<file path="config.mk">
export PLATFORM = sky130hd
export DESIGN_NAME = ptc_temp
export DESIGN_NICKNAME = d
export VERILOG_FILES = /design/src/ptc_pkg.sv /design/src/ptc_temp.sv
export SDC_FILE = /design/constraint.sdc
export NUM_CORES = 2
export LEC_CHECK = 0
export BUFFER_PORTS_ARGS = -buffer_cell sky130_fd_sc_hd__buf_2
export CAP_MARGIN = 30
export CORE_ASPECT_RATIO = 1.75
export CORE_UTILIZATION = 25
export CTS_CLUSTER_SIZE = 12
export DETAILED_ROUTE_END_ITERATION = 8
export GPL_ROUTABILITY_DRIVEN = 0
export PLACE_DENSITY = 0.4
export RECOVER_POWER = 25
export SLEW_MARGIN = 10
export SYNTH_ARGS = -nofsm -noshare
export SYNTH_HDL_FRONTEND = slang
export SYNTH_SLANG_ARGS = --single-unit
</file>
<file path="constraint.sdc">
create_clock -name clk -period 10.8 [get_ports clk]
set_input_delay 3.24 -clock clk [delete_from_list [all_inputs] [get_ports clk]]
set_output_delay 3.24 -clock clk [all_outputs]
set_load 0.03 [all_outputs]
</file>
<file path="src/ptc_pkg.sv">
// Package of the pressure and temperature compensation unit.
// Holds transaction and calibration types and shared constants; no dependencies.
package ptc_pkg;

  localparam int DIV_BITS = 37;
  localparam int TEMP_MIN = -4000;
  localparam int TEMP_MAX = 8500;
  localparam logic [24:0] PRESS_MAX = 25'h1FF_FFFF;
  localparam logic [36:0] P_LIM = 37'h10_0000_0000;

  localparam logic [1:0] CFG_TEMP = 2'd0;
  localparam logic [1:0] CFG_PRESS_A = 2'd1;
  localparam logic [1:0] CFG_PRESS_B = 2'd2;
  localparam logic [1:0] CFG_PRESS_C = 2'd3;

  typedef struct packed {
    logic [19:0] adc_temperature;
    logic [19:0] adc_pressure;
  } in_item_t;

  typedef struct packed {
    logic signed [14:0] temperature_centi;
    logic [24:0]        pressure_q8;
    logic               pressure_valid;
  } out_item_t;

  typedef struct packed {
    logic [15:0]        t1;
    logic signed [15:0] t2;
    logic signed [15:0] t3;
    logic [15:0]        p1;
    logic signed [15:0] p2;
    logic signed [15:0] p3;
    logic signed [15:0] p4;
    logic signed [15:0] p5;
    logic signed [15:0] p6;
    logic signed [15:0] p7;
    logic signed [15:0] p8;
    logic signed [15:0] p9;
  } cal_t;

  typedef struct packed {
    logic signed [23:0] x;
    logic signed [14:0] tc;
    logic [19:0]        ap;
  } temp_res_t;

  typedef struct packed {
    logic signed [63:0] num;
    logic signed [41:0] den;
    logic signed [14:0] tc;
  } poly_res_t;

  typedef struct packed {
    logic signed [14:0] tc;
    logic               dz;
    logic               neg;
  } div_tag_t;

  typedef struct packed {
    logic [DIV_BITS-1:0] qmag;
    logic                ovf;
    div_tag_t            tag;
  } div_res_t;

endpackage

</file>
<file path="src/ptc_temp.sv">
// Temperature stages: fine temperature, 0.01 degC result and pressure offset x.
// Depends on ptc_pkg.
module ptc_temp (
  input  logic              clk,
  input  logic              rst_n,
  input  logic              en,
  input  logic              in_valid,
  input  ptc_pkg::in_item_t in_item,
  input  ptc_pkg::cal_t     cal,
  output logic              valid_o,
  output ptc_pkg::temp_res_t res_o
);
  import ptc_pkg::*;

  logic [4:0]         vld_r;
  logic signed [17:0] d1_r;
  logic signed [16:0] d2_r;
  logic signed [33:0] m1_r;
  logic signed [33:0] sq_r;
  logic signed [22:0] m1s_r;
  logic signed [37:0] m2_r;
  logic signed [23:0] fine_r;
  logic [19:0]        ap1_r, ap2_r, ap3_r, ap4_r;
  temp_res_t          res_r;
  logic signed [26:0] tc_wide;
  logic signed [14:0] tc_sat;

  always_comb begin
    tc_wide = (27'(fine_r) * 27'sd5 + 27'sd128) >>> 8;
    if (tc_wide < 27'(TEMP_MIN)) begin
      tc_sat = 15'(TEMP_MIN);
    end else if (tc_wide > 27'(TEMP_MAX)) begin
      tc_sat = 15'(TEMP_MAX);
    end else begin
      tc_sat = 15'(tc_wide);
    end
  end

  always_ff @(posedge clk) begin
    if (!rst_n) begin
      vld_r <= '0;
    end else if (en) begin
      vld_r <= {vld_r[3:0], in_valid};
    end
  end

  always_ff @(posedge clk) begin
    if (en) begin
      d1_r  <= $signed({1'b0, in_item.adc_temperature[19:3]}) - $signed({1'b0, cal.t1, 1'b0});
      d2_r  <= $signed({1'b0, in_item.adc_temperature[19:4]}) - $signed({1'b0, cal.t1});
      ap1_r <= in_item.adc_pressure;
      m1_r  <= 34'(d1_r) * 34'($signed(cal.t2));
      sq_r  <= 34'(d2_r) * 34'(d2_r);
      ap2_r <= ap1_r;
      m1s_r <= 23'(m1_r >>> 11);
      m2_r  <= 38'($signed({1'b0, sq_r[32:12]})) * 38'($signed(cal.t3));
      ap3_r <= ap2_r;
      fine_r <= 24'(m1s_r) + 24'(m2_r >>> 14);
      ap4_r <= ap3_r;
      res_r.x  <= fine_r - 24'sd128000;
      res_r.tc <= tc_sat;
      res_r.ap <= ap4_r;
    end
  end

  assign valid_o = vld_r[4];
  assign res_o   = res_r;

endmodule

</file>
Word-level counts from Yosys, hierarchy flattened
Index checks and enable logic that the tools add are counted.
- register bits: 331
- input bits: 236
- output and inout bits: 60
- word-level logic and storage cells: 29
- $add $sub $neg: 5
- $mul: 4
- order comparisons: 2
- multiplexer cells: 1
- reductions and logical operators: 1
- operators by type and width (cell ; number):
    $mul A22 B16 Y38 ; 1
    $mul A18 B16 Y34 ; 1
    $mul A17 B17 Y33 ; 1
    $add A27 B9 Y27 const B ; 1
    $mul A24 B4 Y27 const B ; 1
    $add A23 B24 Y24 ; 1
    $sub A24 B18 Y24 const B ; 1
    $gt A19 B15 Y1 const B ; 1
    $lt A19 B13 Y1 const B ; 1
    $sub A17 B17 Y18 ; 1
    $sub A16 B16 Y17 ; 1
    $mux W15 ; 1
    $reduce_or A2 Y1 ; 1

Depth between registers and ports, before layout
- depth after elaboration: 4
- mapped depth: 26
- gate-level depth less buffers: 25

Worst setup path after synthesis
No wires, ideal clock.
- path type: input to register
- from: input cal[145] in the netlist's numbering
- to: register m2_r[37] (data pin)
- library setup time: 0.263 ns
- arrival: 9.167 ns
- required time: 10.537 ns
- slack: 1.370 ns
- stages: 24
- buffers on the path: 1
- path through: clkbuf_1 > nand2_1 > fa_1 > inv_1 > fa_1 > inv_1 > fa_1 > inv_1 > fa_1 > inv_1 > fa_1 > inv_1 > fa_1 > ha_1 > a21o_1 > a21o_1 > a2111oi_2 > o31ai_1 > o31ai_2 > a2111oi_0 > o311ai_1 > nand2_1 > o41ai_2 > xnor2_1
- cells in the longest elaborated chain, start to end: 1
- ends and longest elaborated chain (item ; line ; source):
    start: declaration ; ptc_temp.sv:9 ; input ptc_pkg::cal_t cal,
    $mul A22 B16 Y38 ; ptc_temp.sv:56 ; m2_r <= 38'($signed({1'b0, sq_r[32:12]})) * 38'($signed(cal.t3));
    end signal: assignment ; ptc_temp.sv:56 ;
    end: declaration ; ptc_temp.sv:21 ; logic signed [37:0] m2_r;
No other way between the ends.
A chain may end at the register's enable or synchronous reset.

Worst setup path after layout
- from: input cal[146] in the netlist's numbering
- to: register m2_r[37] (data pin)
The elaborated chain is that of the path after synthesis.

==> impl_summary.txt <==
----------------------------------------------------
[Drt]
  DRC violation total after the first TritonRoute iteration ... 954
  Post-detailed-route via-to-cell ratio ... 4.22
  Average wire per standard cell ... 17.2 microns
  Final routed wirelength across all metal layers ... 112,000 microns
  Detailed-router iteration count before antenna repair ... 6
  Total DRC errors in the routed layout ... 0
  Count of vias placed by the detailed router ... 27,600
  Number of nets still failing antenna checks after routing ... 0

[Setup path]
  Arrival time reported for the critical path endpoint ... 9930 ps
  R2R Path End ... sq_r[30]$_DFFE_PP_
  CP endpoint ... m2_r[37]$_DFFE_PP_
  Required @ worst endpoint ... 11,150 ps
  Kind of start point of the critical path ... input port
  R2R cell count ... 22
  Launch point of the worst path ... cal[146]
  R2r setup slk ... 3120 ps
  Worst setup path category ... input port to register
  Category of the worst setup path capture point ... register
  Worst reg2reg startpoint ... d1_r[9]$_DFFE_PP_
  CP Max Fanout ... 21

[Synth]
  Commonest register cell after synthesis ... sky130_fd_sc_hd__edfxtp_1
  Count of mapped cells out of synthesis ... 4,182
  Syn Area/Cell ... 10.2 sq um
  Async set or reset register ratio after synthesis ... 0%
  Sequential area share after synthesis ... 19.4%
  Number of flip-flops and latches in the synthesized netlist ... 277
  Ys Warns ... 0
  Number of distinct library cells after synthesis ... 81
  Net Count, Synth ... 5,633
  Most numerous cell in the Yosys netlist ... sky130_fd_sc_hd__inv_1
  Area fraction of the dominant cell type after synthesis ... 38.6%
  Number of flops mapped to enable cells by yosys ... 272
  Total standard cell area after synthesis ... 42,600 sq um
  Post-synth top area cell ... sky130_fd_sc_hd__fa_1
  Leading post-synthesis cells by cell area ... sky130_fd_sc_hd__fa_1 39%, sky130_fd_sc_hd__edfxtp_1 19%, sky130_fd_sc_hd__ha_1 12%
  Synth top cells by count ... 1,069 x sky130_fd_sc_hd__inv_1, 822 x sky130_fd_sc_hd__fa_1, 447 x sky130_fd_sc_hd__nand2_1, 393 x sky130_fd_sc_hd__ha_1, 310 x sky130_fd_sc_hd__and2_1

[GRT]
  Via count of the first global-routing pass ... 31,600
  Largest net degree at the start of global routing ... 140
  Remaining global-route overflow ... 0
  Wire length of the first global-routing pass ... 177,000 microns
  Global Route Usage Sum ... 13.4%
  Antenna violations before repair ... 5

[Worst hold path]
  Worst min-delay path category ... register to register

[Timing]
  Actual transition at the worst max-transition pin ... 942 ps
  Slew Limit Headroom ... 37.2%
  Maximum frequency from static timing analysis ... 0.104 GHz
  Unrepaired setup endpoints after global routing ... false
  Period utilisation layout ... 88.7%
  Minimum clock period after layout ... 9580 ps
  Number of slew-limit violations in the final report ... 0
  Clock skew after layout ... 72.3 ps
  Finish-stage setup viols ... 0
  Sum of negative setup slack ... 0 ps
  Number of failing hold endpoints at the final stage ... 0

[Outcome]
  Run status ... finished, final reports clean

[Clocking]
  Clock-pin slew of the registers on the worst-case setup and hold paths ... 60 ps
  Clock tree sinks ... 277
  Buffer count from post-CTS setup fixing ... 0
  Clock tree from TritonCTS ... done
  Post_cts resized ... 0
  Number of hold buffers added after cts ... 0
  Root buffer selected by CTS ... sky130_fd_sc_hd__clkbuf_16
  H-tree levels ... 2
  TritonCTS buffer count ... 34
  Clock latency on the worst-skew pair ... 610 ps
  Deepest clock path buffer count ... 3

[Flow run]
  Total of max-cap violations ... 0

[Die]
  I/O pin cnt ... 296
  Initial core utilization ... 25.2%
  Die area ... 172,000 sq um
  Die Y ... 548 microns
  Area of the core region ... 169,000 sq um
  Chip Width ... 314 microns
  Core Rows ... 200

[Finish]
  Final layout net count ... 5,735
  Layout cells sized above 1 ... 6.48%
  Layout area overhead ... 10.7%
  FILL cells ... 17,800

[Place]
  Number of buffers inserted by port buffering ... 148
  Hpwl dp ... 90,000 microns

----------------------------------------------------
state kept, by name, summed over array words and instances, names as in the netlist:
signal and flops:
ap1_r 20, ap2_r 20, ap3_r 20, ap4_r 20, d1_r 18, fine_r 24
m1_r 23, m1s_r 23, m2_r 24, res_o 59, sq_r 21, vld_r 5
cells by family after synthesis:
family / after synthesis / share of synthesized area, %
simple gates: 1066 / 12.2
xor+xnor: 131 / 2.71
mux: 8 / 0.191
fa+ha+maj: 1215 / 50.2
buf+inv: 1200 / 10.6
compound gates: 285 / 4.81
flops: 277 / 19.4
placed cells by master, fill, tap and decap left out, types with 6 or more instances in the layout:
cell type / n
sky130_fd_sc_hd__inv_1: 1069
sky130_fd_sc_hd__fa_1: 822
sky130_fd_sc_hd__nand2_1: 447
sky130_fd_sc_hd__ha_1: 393
sky130_fd_sc_hd__and2_1: 310
sky130_fd_sc_hd__edfxtp_1: 272
sky130_fd_sc_hd__nor2_1: 147
sky130_fd_sc_hd__buf_2: 145
sky130_fd_sc_hd__xnor2_1: 91
sky130_fd_sc_hd__a21oi_1: 75
sky130_fd_sc_hd__o21ai_0: 47
sky130_fd_sc_hd__buf_4: 47
sky130_fd_sc_hd__xor2_1: 39
sky130_fd_sc_hd__clkbuf_16: 34
sky130_fd_sc_hd__a21o_1: 33
sky130_fd_sc_hd__nor3_1: 29
sky130_fd_sc_hd__o21a_1: 28
sky130_fd_sc_hd__nand2b_1: 26
sky130_fd_sc_hd__nor2b_1: 25
sky130_fd_sc_hd__nand3_1: 17
sky130_fd_sc_hd__and3_1: 14
sky130_fd_sc_hd__a211oi_1: 12
sky130_fd_sc_hd__a31oi_1: 11
sky130_fd_sc_hd__or3_1: 8
sky130_fd_sc_hd__nand4_1: 7
sky130_fd_sc_hd__mux2i_1: 7
sky130_fd_sc_hd__or4_1: 6
sky130_fd_sc_hd__o21bai_1: 6
sky130_fd_sc_hd__o31ai_1: 6
sky130_fd_sc_hd__a21boi_0: 6
final cells by class:
type / count / area, sq um / area share, %
Clock inverter: 16 / 228 / 0.483
Multi-Input combinational cell: 2705 / 29800 / 63.2
Tap cell: 2222 / 2780 / 5.89
Antenna cell: 1 / 2.50 / 0.00531
Timing Repair Buffer: 196 / 1120 / 2.38
Inverter: 1070 / 4020 / 8.52
Clock buffer: 41 / 917 / 1.94
Sequential cell: 277 / 8270 / 17.5
worst min-delay path by stage:
stage / startpoint / to / slack (ps) / cells after the start
floorplan: ap1_r[0]$_DFFE_PP_ / ap2_r[0]$_DFFE_PP_ / 400 / 0
global placement: ap4_r[5]$_DFFE_PP_ / res_o[5]$_DFFE_PP_ / 400 / 0
detailed placement: ap3_r[5]$_DFFE_PP_ / ap4_r[5]$_DFFE_PP_ / 410 / 0
CTS: m1_r[26]$_DFFE_PP_ / m1s_r[15]$_DFFE_PP_ / 380 / 0
global route: m1_r[23]$_DFFE_PP_ / m1s_r[12]$_DFFE_PP_ / 400 / 0
finish: m1_r[26]$_DFFE_PP_ / m1s_r[15]$_DFFE_PP_ / 380 / 0
routing by layer:
metal,routed length (microns),global-route usage [%]
met1,41300,14.0
met2,65100,27.6
met3,2020,0.880
met4,3640,4.24
met5,50,0
stage by stage:
step           utilization [%]  hold WS [ps]  worst slack [ps]  instance area (sq um)  instances
3_5_place_dp              27.2           405               540                  46000       6470
4_1_cts                   27.8           376              1200                  47200       6527
5_1_grt                   27.8           398               805                  47200       6528
2_1_floorplan                -           400              1370                  42600       4182
6_report                  27.8           379              1220                  47200       6528
3_3_place_gp              27.2           400               535                  46000       6470
critical path: stages:
cell                        delay, ps
sky130_fd_sc_hd__buf_2            420
sky130_fd_sc_hd__nand2_1          150
sky130_fd_sc_hd__fa_1             520
sky130_fd_sc_hd__inv_1             50
sky130_fd_sc_hd__fa_1             520
sky130_fd_sc_hd__inv_1             50
sky130_fd_sc_hd__fa_1             500
sky130_fd_sc_hd__inv_1             60
sky130_fd_sc_hd__fa_1             540
sky130_fd_sc_hd__inv_1             50
sky130_fd_sc_hd__fa_1             480
sky130_fd_sc_hd__inv_1             50
sky130_fd_sc_hd__fa_1             440
sky130_fd_sc_hd__ha_1             340
sky130_fd_sc_hd__a21o_1           170
sky130_fd_sc_hd__a21o_1           180
sky130_fd_sc_hd__a2111oi_2        420
sky130_fd_sc_hd__o31ai_1          170
sky130_fd_sc_hd__o31ai_2          360
sky130_fd_sc_hd__a2111oi_0        170
sky130_fd_sc_hd__buf_4            180
sky130_fd_sc_hd__o311ai_1         330
sky130_fd_sc_hd__nand2_1          140
sky130_fd_sc_hd__o41ai_2          250
sky130_fd_sc_hd__xnor2_1          100
Power is left out: the tool's default activity adds up to more than one toggle a clock period on the data nets, which glitch-free logic cannot reach.
